## src/sv/text_encoding_transcoder_top_macros.svh

```systemverilog
// ----------------------------------------------------------------------------
// Assertion macros for the transcoder
// Shared concurrent assertion forms.
// ----------------------------------------------------------------------------
`ifndef TEXT_ENCODING_TRANSCODER_TOP_MACROS_SVH
`define TEXT_ENCODING_TRANSCODER_TOP_MACROS_SVH

// implication checked every cycle out of reset
`define TET_ASSERT_IMP(label, ante, cons) \
    label: assert property (@(posedge clk) disable iff (!rst_n) (ante) |-> (cons)) \
        else $error("assertion failed");

// next-cycle implication
`define TET_ASSERT_NEXT(label, ante, cons) \
    label: assert property (@(posedge clk) disable iff (!rst_n) (ante) |=> (cons)) \
        else $error("assertion failed");

`endif

```

## src/sv/tet_pkg.sv

```systemverilog
// ----------------------------------------------------------------------------
// tet_pkg
// Encoding codes, status codes and the transaction record passed front to back.
// ----------------------------------------------------------------------------
package tet_pkg;

    localparam logic [2:0] ENC_LATIN1  = 3'd0;
    localparam logic [2:0] ENC_ASCII   = 3'd1;
    localparam logic [2:0] ENC_UTF8    = 3'd2;
    localparam logic [2:0] ENC_UTF16LE = 3'd3;
    localparam logic [2:0] ENC_UTF16BE = 3'd4;
    localparam logic [2:0] ENC_HEX     = 3'd5;
    localparam logic [2:0] ENC_BASE64  = 3'd6;

    localparam logic [3:0] ST_OK        = 4'd0;
    localparam logic [3:0] ST_NOT_ASCII = 4'd1;
    localparam logic [3:0] ST_BAD_UTF8  = 4'd2;
    localparam logic [3:0] ST_SHORT_U8  = 4'd3;
    localparam logic [3:0] ST_OVERLONG  = 4'd4;
    localparam logic [3:0] ST_ABOVE_MAX = 4'd5;
    localparam logic [3:0] ST_SHORT_U16 = 4'd6;
    localparam logic [3:0] ST_BAD_SURR  = 4'd7;
    localparam logic [3:0] ST_BAD_HEX   = 4'd8;
    localparam logic [3:0] ST_BAD_B64   = 4'd9;
    localparam logic [3:0] ST_TOO_WIDE  = 4'd10;
    localparam logic [3:0] ST_TRUNC     = 4'd11;

    localparam int QDEPTH = 4;
    localparam int QAW    = 2;

    // one entry: up to four bytes, count, end marker, status
    typedef struct packed {
        logic [31:0] bytes;   // byte k at [8k+7:8k]
        logic [2:0]  n;       // 0..4 bytes; 0 with emit means bare marker
        logic        emit;    // produces at least one result
        logic        last;
        logic [3:0]  status;
    } tet_job_t;

    function automatic logic [2:0] eff_enc(input logic [2:0] e);
        return (e == 3'd7) ? ENC_LATIN1 : e;
    endfunction

    function automatic logic [7:0] b64_char(input logic [5:0] v);
        logic [7:0] r;
        if (v < 6'd26)      r = 8'h41 + {2'b0, v};
        else if (v < 6'd52) r = 8'h61 + {2'b0, v} - 8'd26;
        else if (v < 6'd62) r = 8'h30 + {2'b0, v} - 8'd52;
        else if (v == 6'd62) r = 8'h2B;
        else                r = 8'h2F;
        return r;
    endfunction

    function automatic logic [7:0] hex_char(input logic [3:0] v);
        return (v < 4'd10) ? (8'h30 + {4'b0, v}) : (8'h37 + {4'b0, v});
    endfunction

endpackage

```

## src/sv/tet_front.sv

```systemverilog
// ----------------------------------------------------------------------------
// tet_front
// Decodes one source byte per transaction, re-encodes it and forms a job.
// ----------------------------------------------------------------------------
module tet_front
(
    input  logic              clk,
    input  logic              rst_n,
    input  logic              cfg_we,
    input  logic              cfg_index,
    input  logic [2:0]        cfg_data,
    input  logic              step,
    input  logic [7:0]        in_byte,
    input  logic              in_last,
    output tet_pkg::tet_job_t job
);

    logic [2:0]  src_reg, dst_reg;
    logic [20:0] dacc_reg, dacc_next;
    logic [2:0]  dcnt_reg, dcnt_next;
    logic [1:0]  dcls_reg, dcls_next;
    logic [15:0] pend_reg, pend_next;
    logic        b64e_reg, b64e_next;
    logic [15:0] eacc_reg, eacc_next;
    logic [1:0]  ecnt_reg, ecnt_next;
    logic        fail_reg, fail_next;

    logic [2:0]  se, de;
    logic [3:0]  st;
    logic        have;
    logic [20:0] cp;
    logic [31:0] buf_w;
    logic [2:0]  n;
    logic [4:0]  hv;
    logic [6:0]  bv;
    logic [15:0] unit;
    logic [20:0] acc6, a16;
    logic [20:0] minv;
    logic [23:0] q;

    always_comb
    begin
        se = tet_pkg::eff_enc(src_reg);
        de = tet_pkg::eff_enc(dst_reg);
        dacc_next = dacc_reg; dcnt_next = dcnt_reg; dcls_next = dcls_reg;
        pend_next = pend_reg; b64e_next = b64e_reg; eacc_next = eacc_reg;
        ecnt_next = ecnt_reg; fail_next = fail_reg;
        st = tet_pkg::ST_OK; have = 1'b0; cp = '0; buf_w = '0; n = 3'd0;
        unit = '0; acc6 = '0; minv = '0; a16 = '0; q = '0;
        job = '0;

        if (in_byte >= 8'h30 && in_byte <= 8'h39)      hv = {1'b0, in_byte[3:0]};
        else if (in_byte >= 8'h41 && in_byte <= 8'h46) hv = {1'b0, in_byte[3:0] + 4'd9};
        else if (in_byte >= 8'h61 && in_byte <= 8'h66) hv = {1'b0, in_byte[3:0] + 4'd9};
        else hv = 5'h10;

        if (in_byte >= 8'h41 && in_byte <= 8'h5A)      bv = {1'b0, in_byte[5:0] - 6'd1};
        else if (in_byte >= 8'h61 && in_byte <= 8'h7A) bv = {1'b0, in_byte[5:0] - 6'd7};
        else if (in_byte >= 8'h30 && in_byte <= 8'h39) bv = {1'b0, in_byte[5:0] + 6'd4};
        else if (in_byte == 8'h2B) bv = 7'd62;
        else if (in_byte == 8'h2F) bv = 7'd63;
        else bv = 7'h40;

        case (se)
            tet_pkg::ENC_ASCII:
            begin
                if (in_byte[7]) st = tet_pkg::ST_NOT_ASCII;
                else begin cp = {13'b0, in_byte}; have = 1'b1; end
            end
            tet_pkg::ENC_UTF8:
            begin
                if (dcnt_reg == 3'd0)
                begin
                    if (!in_byte[7]) begin cp = {13'b0, in_byte}; have = 1'b1; end
                    else if (in_byte[6:5] == 2'b10)
                    begin
                        dcls_next = 2'd1; dacc_next = {16'b0, in_byte[4:0]}; dcnt_next = 3'd1;
                        if (in_last) st = tet_pkg::ST_SHORT_U8;
                    end
                    else if (in_byte[6:4] == 3'b110)
                    begin
                        dcls_next = 2'd2; dacc_next = {17'b0, in_byte[3:0]}; dcnt_next = 3'd2;
                        if (in_last) st = tet_pkg::ST_SHORT_U8;
                    end
                    else if (in_byte[6:3] == 4'b1110)
                    begin
                        dcls_next = 2'd3; dacc_next = {18'b0, in_byte[2:0]}; dcnt_next = 3'd3;
                        if (in_last) st = tet_pkg::ST_SHORT_U8;
                    end
                    else st = tet_pkg::ST_BAD_UTF8;
                end
                else if (in_last && dcnt_reg > 3'd1) st = tet_pkg::ST_SHORT_U8;
                else if (in_byte[7:6] != 2'b10) st = tet_pkg::ST_BAD_UTF8;
                else
                begin
                    acc6 = {dacc_reg[14:0], in_byte[5:0]};
                    dacc_next = acc6;
                    dcnt_next = dcnt_reg - 3'd1;
                    if (dcnt_reg == 3'd1)
                    begin
                        minv = (dcls_reg == 2'd1) ? 21'h80 :
                               (dcls_reg == 2'd2) ? 21'h800 : 21'h10000;
                        dcls_next = 2'd0; dacc_next = '0;
                        if (acc6 < minv) st = tet_pkg::ST_OVERLONG;
                        else if (acc6 > 21'h10FFFF) st = tet_pkg::ST_ABOVE_MAX;
                        else begin cp = acc6; have = 1'b1; end
                    end
                end
            end
            tet_pkg::ENC_UTF16LE, tet_pkg::ENC_UTF16BE:
            begin
                if (dcnt_reg == 3'd0)
                begin
                    dacc_next = {13'b0, in_byte}; dcnt_next = 3'd1;
                end
                else
                begin
                    unit = (se == tet_pkg::ENC_UTF16LE) ? {in_byte, dacc_reg[7:0]}
                                                        : {dacc_reg[7:0], in_byte};
                    dcnt_next = 3'd0; dacc_next = '0;
                    if (dcls_reg != 2'd0)
                    begin
                        if (unit[15:10] != 6'b110111) st = tet_pkg::ST_BAD_SURR;
                        else
                        begin
                            cp = 21'h10000 + {1'b0, pend_reg[9:0], unit[9:0]};
                            dcls_next = 2'd0; pend_next = '0; have = 1'b1;
                        end
                    end
                    else if (unit[15:10] == 6'b110110)
                    begin
                        pend_next = unit; dcls_next = 2'd1;
                    end
                    else if (unit[15:10] == 6'b110111) st = tet_pkg::ST_BAD_SURR;
                    else begin cp = {5'b0, unit}; have = 1'b1; end
                end
            end
            tet_pkg::ENC_HEX:
            begin
                if (dcnt_reg == 3'd0)
                begin
                    if (in_byte == 8'h20 || (in_byte >= 8'h09 && in_byte <= 8'h0D)) ;
                    else if (hv[4]) st = tet_pkg::ST_BAD_HEX;
                    else begin dacc_next = {17'b0, hv[3:0]}; dcnt_next = 3'd1; end
                end
                else if (hv[4]) st = tet_pkg::ST_BAD_HEX;
                else
                begin
                    cp = {13'b0, dacc_reg[3:0], hv[3:0]}; have = 1'b1;
                    dacc_next = '0; dcnt_next = 3'd0;
                end
            end
            tet_pkg::ENC_BASE64:
            begin
                if (b64e_reg || in_byte <= 8'h20) ;
                else if (in_byte == 8'h3D)
                begin
                    if (dcnt_reg < 3'd2) st = tet_pkg::ST_BAD_B64;
                    else begin b64e_next = 1'b1; dcnt_next = 3'd0; dacc_next = '0; end
                end
                else if (bv[6]) st = tet_pkg::ST_BAD_B64;
                else
                begin
                    case (dcnt_reg)
                        3'd0:
                        begin
                            dacc_next = {15'b0, bv[5:0]}; dcnt_next = 3'd1;
                        end
                        3'd1:
                        begin
                            cp = {13'b0, dacc_reg[5:0], bv[5:4]}; have = 1'b1;
                            dacc_next = {17'b0, bv[3:0]}; dcnt_next = 3'd2;
                        end
                        3'd2:
                        begin
                            cp = {13'b0, dacc_reg[3:0], bv[5:2]}; have = 1'b1;
                            dacc_next = {19'b0, bv[1:0]}; dcnt_next = 3'd3;
                        end
                        default:
                        begin
                            cp = {13'b0, dacc_reg[1:0], bv[5:0]}; have = 1'b1;
                            dacc_next = '0; dcnt_next = 3'd0;
                        end
                    endcase
                end
            end
            default:
            begin
                cp = {13'b0, in_byte}; have = 1'b1;
            end
        endcase

        if (st == tet_pkg::ST_OK && have)
        begin
            if (cp >= 21'h110000) st = tet_pkg::ST_TOO_WIDE;
            else
            begin
                case (de)
                    tet_pkg::ENC_ASCII:
                    begin
                        if (cp >= 21'h80) st = tet_pkg::ST_TOO_WIDE;
                        else begin buf_w[7:0] = cp[7:0]; n = 3'd1; end
                    end
                    tet_pkg::ENC_UTF8:
                    begin
                        if (cp < 21'h80) begin buf_w[7:0] = cp[7:0]; n = 3'd1; end
                        else if (cp < 21'h800)
                        begin
                            buf_w[15:0] = {2'b10, cp[5:0], 3'b110, cp[10:6]}; n = 3'd2;
                        end
                        else if (cp < 21'h10000)
                        begin
                            buf_w[23:0] = {2'b10, cp[5:0], 2'b10, cp[11:6], 4'b1110, cp[15:12]};
                            n = 3'd3;
                        end
                        else
                        begin
                            buf_w = {2'b10, cp[5:0], 2'b10, cp[11:6], 2'b10, cp[17:12],
                                     5'b11110, cp[20:18]};
                            n = 3'd4;
                        end
                    end
                    tet_pkg::ENC_UTF16LE, tet_pkg::ENC_UTF16BE:
                    begin
                        if (cp >= 21'hD800 && cp < 21'hE000) st = tet_pkg::ST_TOO_WIDE;
                        else if (cp < 21'h10000)
                        begin
                            buf_w[15:0] = (de == tet_pkg::ENC_UTF16LE) ? {cp[15:8], cp[7:0]}
                                                                       : {cp[7:0], cp[15:8]};
                            n = 3'd2;
                        end
                        else
                        begin
                            a16 = cp - 21'h10000;
                            buf_w = (de == tet_pkg::ENC_UTF16LE)
                                ? {6'b110111, a16[9:8], a16[7:0], 6'b110110, a16[19:18], a16[17:10]}
                                : {a16[7:0], 6'b110111, a16[9:8], a16[17:10], 6'b110110, a16[19:18]};
                            n = 3'd4;
                        end
                    end
                    tet_pkg::ENC_HEX:
                    begin
                        if (cp >= 21'h100) st = tet_pkg::ST_TOO_WIDE;
                        else
                        begin
                            buf_w[15:0] = {tet_pkg::hex_char(cp[3:0]), tet_pkg::hex_char(cp[7:4])};
                            n = 3'd2;
                        end
                    end
                    tet_pkg::ENC_BASE64:
                    begin
                        if (cp >= 21'h100) st = tet_pkg::ST_TOO_WIDE;
                        else if (ecnt_reg == 2'd2)
                        begin
                            q = {eacc_reg, cp[7:0]};
                            buf_w = {tet_pkg::b64_char(q[5:0]), tet_pkg::b64_char(q[11:6]),
                                     tet_pkg::b64_char(q[17:12]), tet_pkg::b64_char(q[23:18])};
                            n = 3'd4; eacc_next = '0; ecnt_next = 2'd0;
                        end
                        else
                        begin
                            eacc_next = {eacc_reg[7:0], cp[7:0]}; ecnt_next = ecnt_reg + 2'd1;
                        end
                    end
                    default:
                    begin
                        if (cp >= 21'h100) st = tet_pkg::ST_TOO_WIDE;
                        else begin buf_w[7:0] = cp[7:0]; n = 3'd1; end
                    end
                endcase
            end
        end

        if (st == tet_pkg::ST_OK && in_last)
        begin
            if (se == tet_pkg::ENC_UTF8 && dcnt_next != 3'd0) st = tet_pkg::ST_SHORT_U8;
            else if ((se == tet_pkg::ENC_UTF16LE || se == tet_pkg::ENC_UTF16BE)
                     && dcls_next != 2'd0) st = tet_pkg::ST_SHORT_U16;
            else if ((se == tet_pkg::ENC_UTF16LE || se == tet_pkg::ENC_UTF16BE
                      || se == tet_pkg::ENC_HEX) && dcnt_next != 3'd0) st = tet_pkg::ST_TRUNC;
            else if (se == tet_pkg::ENC_BASE64 && !b64e_next && dcnt_next != 3'd0)
                st = tet_pkg::ST_TRUNC;
        end

        if (st == tet_pkg::ST_OK && in_last && de == tet_pkg::ENC_BASE64
            && ecnt_next != 2'd0 && n == 3'd0)
        begin
            if (ecnt_next == 2'd1)
            begin
                q = {eacc_next[7:0], 16'b0};
                buf_w = {8'h3D, 8'h3D, tet_pkg::b64_char(q[17:12]), tet_pkg::b64_char(q[23:18])};
            end
            else
            begin
                q = {eacc_next, 8'b0};
                buf_w = {8'h3D, tet_pkg::b64_char(q[11:6]), tet_pkg::b64_char(q[17:12]),
                         tet_pkg::b64_char(q[23:18])};
            end
            n = 3'd4;
        end

        job.bytes  = buf_w;
        job.last   = in_last;
        job.status = st;
        if (fail_reg)
        begin
            job.emit = 1'b0;
            if (in_last) fail_next = 1'b0;
        end
        else if (st != tet_pkg::ST_OK)
        begin
            job.emit = 1'b1; job.n = 3'd0; job.last = 1'b1; job.bytes = '0;
            if (!in_last) fail_next = 1'b1;
        end
        else
        begin
            job.n = n;
            job.emit = in_last || (n != 3'd0);
        end
    end

    always_ff @(posedge clk or negedge rst_n)
    begin
        if (!rst_n)
        begin
            src_reg <= '0; dst_reg <= '0;
            dacc_reg <= '0; dcnt_reg <= '0; dcls_reg <= '0; pend_reg <= '0;
            b64e_reg <= 1'b0; eacc_reg <= '0; ecnt_reg <= '0; fail_reg <= 1'b0;
        end
        else if (cfg_we)
        begin
            if (cfg_index) dst_reg <= cfg_data;
            else src_reg <= cfg_data;
            dacc_reg <= '0; dcnt_reg <= '0; dcls_reg <= '0; pend_reg <= '0;
            b64e_reg <= 1'b0; eacc_reg <= '0; ecnt_reg <= '0; fail_reg <= 1'b0;
        end
        else if (step)
        begin
            if (in_last || fail_reg || job.status != tet_pkg::ST_OK)
            begin
                dacc_reg <= '0; dcnt_reg <= '0; dcls_reg <= '0; pend_reg <= '0;
                b64e_reg <= 1'b0; eacc_reg <= '0; ecnt_reg <= '0;
                fail_reg <= fail_next;
            end
            else
            begin
                dacc_reg <= dacc_next; dcnt_reg <= dcnt_next; dcls_reg <= dcls_next;
                pend_reg <= pend_next; b64e_reg <= b64e_next; eacc_reg <= eacc_next;
                ecnt_reg <= ecnt_next; fail_reg <= fail_next;
            end
        end
    end

endmodule

```

## src/sv/tet_back.sv

```systemverilog
// ----------------------------------------------------------------------------
// tet_back
// Job queue and serializer: sends each job's bytes one transaction per cycle while out_ready is high.
// ----------------------------------------------------------------------------
module tet_back
(
    input  logic              clk,
    input  logic              rst_n,
    input  logic              push,
    input  tet_pkg::tet_job_t job,
    output logic              full,
    output logic              out_valid,
    input  logic              out_ready,
    output logic [7:0]        out_byte,
    output logic              has_byte,
    output logic              out_last,
    output logic [3:0]        status
);

    tet_pkg::tet_job_t mem_reg [tet_pkg::QDEPTH];
    logic [tet_pkg::QAW-1:0] wp_reg, rp_reg;
    logic [tet_pkg::QAW:0]   cnt_reg;
    logic [1:0]              idx_reg;
    tet_pkg::tet_job_t       head;
    logic                    pop, fin;

    assign head      = mem_reg[rp_reg];
    assign full      = (cnt_reg == tet_pkg::QAW'(0) + (tet_pkg::QAW+1)'(tet_pkg::QDEPTH));
    assign out_valid = (cnt_reg != '0);
    assign has_byte  = (head.n != 3'd0);
    assign out_byte  = has_byte ? head.bytes[{idx_reg, 3'b000} +: 8] : 8'h00;
    assign fin       = (head.n == 3'd0) || ({1'b0, idx_reg} == head.n - 3'd1);
    assign out_last  = head.last && fin;
    assign status    = head.status;
    assign pop       = out_valid && out_ready && fin;

    always_ff @(posedge clk)
    begin
        if (push) mem_reg[wp_reg] <= job;
    end

    always_ff @(posedge clk or negedge rst_n)
    begin
        if (!rst_n)
        begin
            wp_reg <= '0; rp_reg <= '0; cnt_reg <= '0; idx_reg <= '0;
        end
        else
        begin
            if (push) wp_reg <= wp_reg + 1'b1;
            if (pop) rp_reg <= rp_reg + 1'b1;
            cnt_reg <= cnt_reg + {2'b0, push} - {2'b0, pop};
            if (out_valid && out_ready) idx_reg <= fin ? 2'd0 : idx_reg + 2'd1;
        end
    end

    `include "text_encoding_transcoder_top_macros.svh"

    `TET_ASSERT_IMP(a_no_overflow, push, !full || pop)
    `TET_ASSERT_IMP(a_cnt_range, 1'b1, cnt_reg <= 3'(tet_pkg::QDEPTH))
    `TET_ASSERT_IMP(a_marker_last, out_valid && !has_byte, out_last)
    `TET_ASSERT_NEXT(a_idx_reset, pop, idx_reg == 2'd0)

endmodule

```

## src/sv/text_encoding_transcoder_top.sv

```systemverilog
// ----------------------------------------------------------------------------
// text_encoding_transcoder_top
// Streaming transcoder between latin1, ascii, utf8, utf16le/be, hex and base64.
// ----------------------------------------------------------------------------
// Each accepted byte is decoded and re-encoded combinationally and queued as a
// job of up to four result bytes; the serializer sends one result transaction
// per cycle while out_ready is high. The four-entry job queue lets input
// continue while results drain; output rate bounds sustained throughput.
module text_encoding_transcoder_top
(
    input  logic       clk,
    input  logic       rst_n,
    input  logic       cfg_we,
    input  logic       cfg_index,
    input  logic [2:0] cfg_data,
    input  logic       in_valid,
    output logic       in_ready,
    input  logic [7:0] in_byte,
    input  logic       in_last,
    output logic       out_valid,
    input  logic       out_ready,
    output logic [7:0] out_byte,
    output logic       has_byte,
    output logic       out_last,
    output logic [3:0] status
);

    tet_pkg::tet_job_t job;
    logic full, step;

    assign in_ready = !full;
    assign step     = in_valid && in_ready;

    tet_front u_front
    (
        .clk(clk), .rst_n(rst_n), .cfg_we(cfg_we), .cfg_index(cfg_index),
        .cfg_data(cfg_data), .step(step), .in_byte(in_byte), .in_last(in_last),
        .job(job)
    );

    tet_back u_back
    (
        .clk(clk), .rst_n(rst_n), .push(step && job.emit), .job(job), .full(full),
        .out_valid(out_valid), .out_ready(out_ready), .out_byte(out_byte),
        .has_byte(has_byte), .out_last(out_last), .status(status)
    );

endmodule

```

## config.mk

```make
export PLATFORM = sky130hd
export DESIGN_NAME = text_encoding_transcoder_top
export DESIGN_NICKNAME = d
export VERILOG_FILES = /design/src/sv/tet_pkg.sv /design/src/sv/tet_front.sv /design/src/sv/tet_back.sv /design/src/sv/text_encoding_transcoder_top.sv
export VERILOG_INCLUDE_DIRS = /design/src /design/src/sv
export SDC_FILE = /design/constraint.sdc
export NUM_CORES = 1
export LEC_CHECK = 0
export ABC_AREA = 1
export BUFFER_PORTS_ARGS = -buffer_cell sky130_fd_sc_hd__buf_2
export CAP_MARGIN = 15
export CORE_UTILIZATION = 25
export DETAILED_ROUTE_END_ITERATION = 7
export GPL_TIMING_DRIVEN = 0
export PLACE_DENSITY_LB_ADDON = 0.3
export SLEW_MARGIN = 30
export SYNTH_ARGS = -nofsm -noshare
export SYNTH_HDL_FRONTEND = slang
export SYNTH_SLANG_ARGS = --single-unit
```

## constraint.sdc

```tcl
create_clock -name clk -period 5.39 [get_ports clk]
set_input_delay 1.3475 -clock clk [delete_from_list [all_inputs] [get_ports clk]]
set_output_delay 1.3475 -clock clk [all_outputs]
set_load 0.01 [all_outputs]
```

### Word-level counts from Yosys, hierarchy flattened

Memories as Yosys holds them, arrays and structs flattened.
Index checks and enable logic that the tools add are counted.

| cells by class | value |
|---|---|
| multiplexer cells | 270 |
| shift-type cells | 1 |
| add/subtract/negate cells | 63 |
| $lt $le $gt $ge | 52 |
| bitwise gates (word level) | 1 |
| reduce and logical (&&, ||, !) cells | 58 |
| equal/unequal tests | 51 |

Operator list:

| operator | number |
|---|---|
| two-way mux 21 bit | 15 |
| two-way mux 8 bit | 36 |
| two-way mux 15 bit | 19 |
| two-way mux 16 bit | 16 |
| two-way mux 32 bit | 8 |
| two-way mux 24 bit | 7 |
| adder 7 x 6 -> 8 bit (first input constant) | 18 |
| two-way mux 3 bit | 40 |
| two-way mux 4 bit | 29 |
| < comparator 6 bit (second input constant) | 18 |
| one-hot mux 21 bit (5 select lines) | 1 |
| two-way mux 10 bit | 8 |
| subtractor 8 x 5 -> 8 bit (second input constant) | 9 |
| subtractor 8 x 6 -> 8 bit (second input constant) | 9 |
| adder 6 x 6 -> 7 bit (first input constant) | 9 |
| one-hot mux 15 bit (4 select lines) | 1 |
| equality test 6 bit (second input constant) | 9 |
| < comparator 6 x 5 -> 1 bit (second input constant) | 9 |
| two-way mux 2 bit | 27 |
| one-hot mux 16 bit (3 select lines) | 1 |
| two-way mux 7 bit | 6 |
| one-hot mux 8 bit (5 select lines) | 1 |
| two-way mux 1 bit | 39 |
| two-way mux 35 bit | 1 |
| 72 further kinds | 160 |

| storage, ports and cells | value |
|---|---|
| word-level logic and storage cells | 511 |
| register bits after elaboration | 65 |
| memories | 1 |
| output and inout bits | 16 |
| bits in writable memories | 164 |

Memories:

| memory | depth | bits a word | read ports | clocked after memory_dff | write ports | line | RTL |
|---|---|---|---|---|---|---|---|
| u_back.mem_reg | 4 | 41 | 1 | 0 | 1 | tet_back.sv:20 | `tet_pkg::tet_job_t mem_reg [tet_pkg::QDEPTH];` |

### Longest topological paths before layout

| depth | value |
|---|---|
| depth after elaboration | 35 |
| gate-level depth with buffers | 39 |

### By module

From an unflattened synthesis, not the netlist that was laid out.

| unflattened totals | value |
|---|---|
| cell total of the unflattened synthesis | 2,685 |
| area total of the unflattened synthesis | 18,893.1 um^2 |

By module, submodules not included:

| module | sequential area each (um^2) | cells each | times used | area an instance (um^2) |
|---|---|---|---|---|
| tet_front | 1,401.3 | 2,132 | 1 | 11,974.0 |
| tet_back | 5,029.8 | 548 | 1 | 6,895.4 |
| text_encoding_transcoder_top | 0.0 | 5 | 1 | 23.8 |

### Worst setup path before layout

No wires, ideal clock.

| path | value |
|---|---|
| kind | input -> register |
| start point | input port in_byte[2] |
| end point | memory u_back.mem_reg[0][0] (netlist name), enable pin |
| data required time | 4.953 ns |
| stages on the path | 31 |
| arrival | 6.015 ns |
| library setup time | 0.437 ns |
| path slack | -1.062 ns |
| buffers on the path | 2 |
| cells stage by stage | buf_2 > inv_1 > ha_1 > nand2_1 > nand2_1 > nand2_1 > nand2_2 > nand2_1 > inv_1 > nand3_2 > nand2_1 > inv_2 > nand2_1 > inv_1 > nand2_1 > nand3_4 > inv_4 > nand2_2 > nor2_2 > nand3_2 > and2_1 > buf_6 > nand2_4 > a21oi_2 > clkinv_2 > nand3_2 > nor2_4 > inv_1 > nand4_1 > nand2_1 > nor2_1 |

| on the way | value |
|---|---|
| longest elaborated chain between the ends | 35 |

RTL lines:

| what | line | RTL |
|---|---|---|
| start: declaration | text_encoding_transcoder_top.sv:18 | `input logic [7:0] in_byte,` |
| parallel branches: the longest is 30 deep, another holds >= comparator 21 x 16 -> 1 bit | - |  |
| two-way mux 4 bit (*) | tet_front.sv:310 | `else if (st != tet_pkg::ST_OK)` |
| two-way mux 1 bit (*) | tet_front.sv:305 | `if (fail_reg)` |
| logical AND 1 bit (*) | text_encoding_transcoder_top.sv:43 | `.clk(clk), .rst_n(rst_n), .push(step && job.emit), .job(job), .full(full),` |
| two-way mux 1 bit (*) | tet_back.sv:39 | `if (push) mem_reg[wp_reg] <= job;` |
| two-way mux 1 bit (implied by the code) (*) | tet_back.sv:39 |  |
| end: declaration | tet_back.sv:20 |  |

Mark *: on every way between the ends.

==> results.sh <==
export IMPL_power_density_nw_per_um2=329.0
export IMPL_track_usage_pct=19.31
export IMPL_wl_met3_mm=5.552
export IMPL_r2r_end="u_back.cnt_reg[1]$_DFF_PN0_"
export IMPL_internal_power_uw=4307
export IMPL_slew_violations=0
export IMPL_max_clock_freq_mhz=189.8
export IMPL_yosysUniqueCellTypes=65
export IMPL_syn_num_nets=2829
export IMPL_vias=20282
export IMPL_post_route_period_util_pct=97.73
export IMPL_cts_sinks=225
export IMPL_wl_met1_mm=34.39
export IMPL_yosysSeqAreaShare_pct=33.45
export IMPL_crit_end="u_back.mem_reg[3][20]$_DFFE_PP_"
export IMPL_place_inst=3786
export IMPL_highest_layer="met4"
export IMPL_clk_pin_slew_ns=0.06
export IMPL_yosysWarnings=0
export IMPL_antenna_found_initial=0
export IMPL_initial_core_util_pct=25.27
export IMPL_cts_tree="done"
export IMPL_crit_start="in_byte[3]"
export IMPL_wl_met2_mm=35.30
export IMPL_tightest_slew_ns=0.9522
export IMPL_min_path_type="reg -> reg"
export IMPL_grt_ovfl_total=0
export IMPL_postRouteAntennaNets=0
export IMPL_dpl_instance_area_um2=21020
export IMPL_min_period_ns=5.268
export IMPL_leakage_uw=0.009969
export IMPL_dieArea_um2=78020
export IMPL_synthCells=2713
export IMPL_grt_pass1_vias=18887
export IMPL_p_comb_share_pct=47.4
export IMPL_crit_fanout=10
export IMPL_antennaDiodeCount=0
export IMPL_gp_congestion=0.9817
export IMPL_ys_flop_type="edfxtp_1"
export IMPL_endpoint_kind="register"
export IMPL_synth_top_cells_by_area="edfxtp_1 (25%), nand2_1 (13%), dfrtp_1 (8.5%), ha_1 (6.3%), nor2_1 (6.2%)"
export IMPL_path_class="in -> reg"
export IMPL_htree_levels=1
export IMPL_final_cells=3929
export IMPL_clkPwrFrac_pct=23.5
export IMPL_most_common_layout_cells="nand2_1 (604), nor2_1 (287), inv_1 (234)"
export IMPL_layout_commonest_cell="nand2_1"
export IMPL_fp_dieH_um=279.3
export IMPL_drv_cap=0
export IMPL_coreArea_um2=76080
export IMPL_synth_top_cell_area_share_pct=24.99
export IMPL_rr_worst_depth=30
export IMPL_cts_max_path_buffers=3
export IMPL_p_sw_uw=3442
export IMPL_fp_dieW_um=279.3
export IMPL_dp_slack_ns=-2.212
export IMPL_status="complete, no violations"
export IMPL_cp_required_ns=5.69
export IMPL_grt_pass1_wl_mm=117.2
export IMPL_avgSynthCellArea_um2=7.087
export IMPL_switching_share_pct=44.42
export IMPL_seq_power_share_pct=29.2
export IMPL_drt_iter0_markers=1950
export IMPL_slew_headroom_pct=35.99
export IMPL_holdWs_ns=0.4845
export IMPL_io_pin_count=34
export IMPL_worstReg2RegStart="u_front.dcls_reg[0]$_DFFE_PN0P_"
export IMPL_drc=0
export IMPL_wire_per_inst_um=19.87
export IMPL_stdcell_area_um2=23560
export IMPL_fin_skew_ns=0.009932
export IMPL_port_buffer_count=33
export IMPL_vdd_drop_max_mv=0.1768
export IMPL_critPathArrivalTime_ns=5.57
export IMPL_cts_hold_buffers=0
export IMPL_routed_wl_mm=78.06
export IMPL_cts_root_buf="clkbuf_16"
export IMPL_dr_pass1_iters=6
export IMPL_fin_nets=2994
export IMPL_hpwl_mm=59.04
export IMPL_via_per_inst=5.162
export IMPL_hold_viol_final=0
export IMPL_synthesis_area_um2=19230
export IMPL_synth_top_cell_by_area="edfxtp_1"
export IMPL_synth_seq_cells=225
export IMPL_syn_to_final_growth_pct=22.52
export IMPL_worstSetupStartpointType="input port"
export IMPL_grt_max_degree=57
export IMPL_setup_viol=0
export IMPL_largest_reg_flops=160
export IMPL_cts_buffers=27
export IMPL_clk_insertion_delay_late_ns=0.59
export IMPL_synth_async_reset_ratio_pct=28.89
export IMPL_r2r_slack_ns=0.27
export IMPL_finalWorstSetupSlack_ns=0.1222
export IMPL_synth_edf_count=160
export IMPL_core_rowCount=101
export IMPL_drive_gt1_share_pct=17.32
-- critical path, stage by stage --
cell and delay (ns):
clkbuf_4 0.15, buf_8 0.15, inv_6 0.10, ha_2 0.21
nand2_1 0.09, nand3_2 0.13, nand2_1 0.08, nand2_2 0.11
nand2_2 0.13, inv_4 0.10, nand2_1 0.07, nand2_2 0.10
o21ai_0 0.08, o21ai_1 0.20, nand3_2 0.21, buf_4 0.26
inv_1 0.26, ha_1 0.26, a21oi_2 0.11, inv_1 0.19
o21ai_0 0.10, a21oi_1 0.27, o21ai_0 0.26, o21ai_0 0.59
-- how the worst min path moves through the flow --
stage	startpoint	end	slack [ns]	cells after the start
after global routing	u_front.pend_reg[3]$_DFFE_PN0P_	u_front.pend_reg[3]$_DFFE_PN0P_	0.52	2
after global placement	u_front.pend_reg[9]$_DFFE_PN0P_	u_front.pend_reg[9]$_DFFE_PN0P_	0.46	2
after detailed placement	u_front.pend_reg[3]$_DFFE_PN0P_	u_front.pend_reg[3]$_DFFE_PN0P_	0.47	2
after floorplan	u_front.pend_reg[9]$_DFFE_PN0P_	u_front.pend_reg[9]$_DFFE_PN0P_	0.44	2
after CTS	u_front.pend_reg[3]$_DFFE_PN0P_	u_front.pend_reg[3]$_DFFE_PN0P_	0.48	2
final	u_front.pend_reg[3]$_DFFE_PN0P_	u_front.pend_reg[3]$_DFFE_PN0P_	0.48	2
-- metrics by stage --
| stage | total power (uW) | TNS [ns] | util, % |
|---|---|---|---|
| global placement | 5600 | -578.41 | 27.27 |
| finish | 7750 | 0 | 30.96 |
| floorplan | 4347 | 0 | - |
| CTS | 7647 | 0 | 29.48 |
| detailed placement | 5694 | -457.43 | 27.62 |
| global route | 8185 | -1.391 | 30.96 |
-- layout make-up --
type / count / area, um2
clock buffer: 28 / 679.4
buffer: 109 / 614.3
clock inverter: 22 / 183.9
fill: 8369 / 52520
inverter: 289 / 1129
timing repair buffer: 135 / 1187
tap: 1030 / 1289
multi-input combinational: 2091 / 12040
sequential: 225 / 6431
-- routing by layer --
metal | track usage (%) | vias to the layer above
met1 | 26.22 | 9663
met5 | 0 | -
li1 | - | 9630
met2 | 31.55 | 840
met3 | 2.611 | 149
met4 | 6.100 | 0
-- kinds of logic (layout without fill, tap and decap cells) --
logic type               after synthesis  after routing  synth area share (%)
AND/OR/NAND/NOR                     1380           1381                 31.97
flip-flops                           225            225                 33.45
buffers and inverters                398            583                 8.460
adder cells (fa/ha/maj)               98             98                 6.417
AO/OA/AOI/OAI                        569            569                 17.74
XOR/XNOR                              43             43                 1.959
-- synthesized netlist by cell type, types with 3 or more instances --
library cell,number
o21ai_0,237
o311ai_0,7
nor2_4,11
nand2_2,36
nand4_2,5
buf_1,3
nor2_1,320
o21bai_1,3
nand2_1,645
o2111ai_1,7
a31oi_1,18
nor2_2,14
xor2_1,31
inv_1,251
a22oi_1,4
a32o_1,5
edfxtp_1,160
xnor2_1,12
nand3b_1,4
a221oi_1,4
a21oi_1,116
a32oi_1,6
buf_4,7
nand2_4,5
o32ai_1,3
buf_6,10
ha_1,97
o221ai_1,31
buf_2,21
o21ai_1,17
inv_2,27
nand3_2,9
o22ai_1,37
nand4_1,66
dfrtp_1,65
or2_2,4
clkinv_1,9
o211ai_1,49
clkbuf_1,67
nand3_4,6
nor3_1,26
nand3_1,219
o31ai_1,4
a211oi_1,7
-- power groups by stage --
| stage | logic (uW) | registers (uW) | clock network (uW) |
|---|---|---|---|
| 2_1_floorplan | 2080 | 2270 | 0 |
| 3_3_place_gp | 3300 | 2300 | 0 |
| 3_5_place_dp | 3400 | 2290 | 0 |
| 4_1_cts | 3530 | 2260 | 1860 |
| 5_1_grt | 3980 | 2280 | 1920 |
| 6_report | 3670 | 2260 | 1820 |
-- repair_timing --
action / 4_1_cts / 5_1_grt
resized for setup: 110 / 153
setup endpoints to repair: 320 / 270
gates cloned: 0 / 3
pin swaps: 19 / 59
buffers inserted: 22 / 69
No activity file was read; power rests on OpenSTA's default activity.
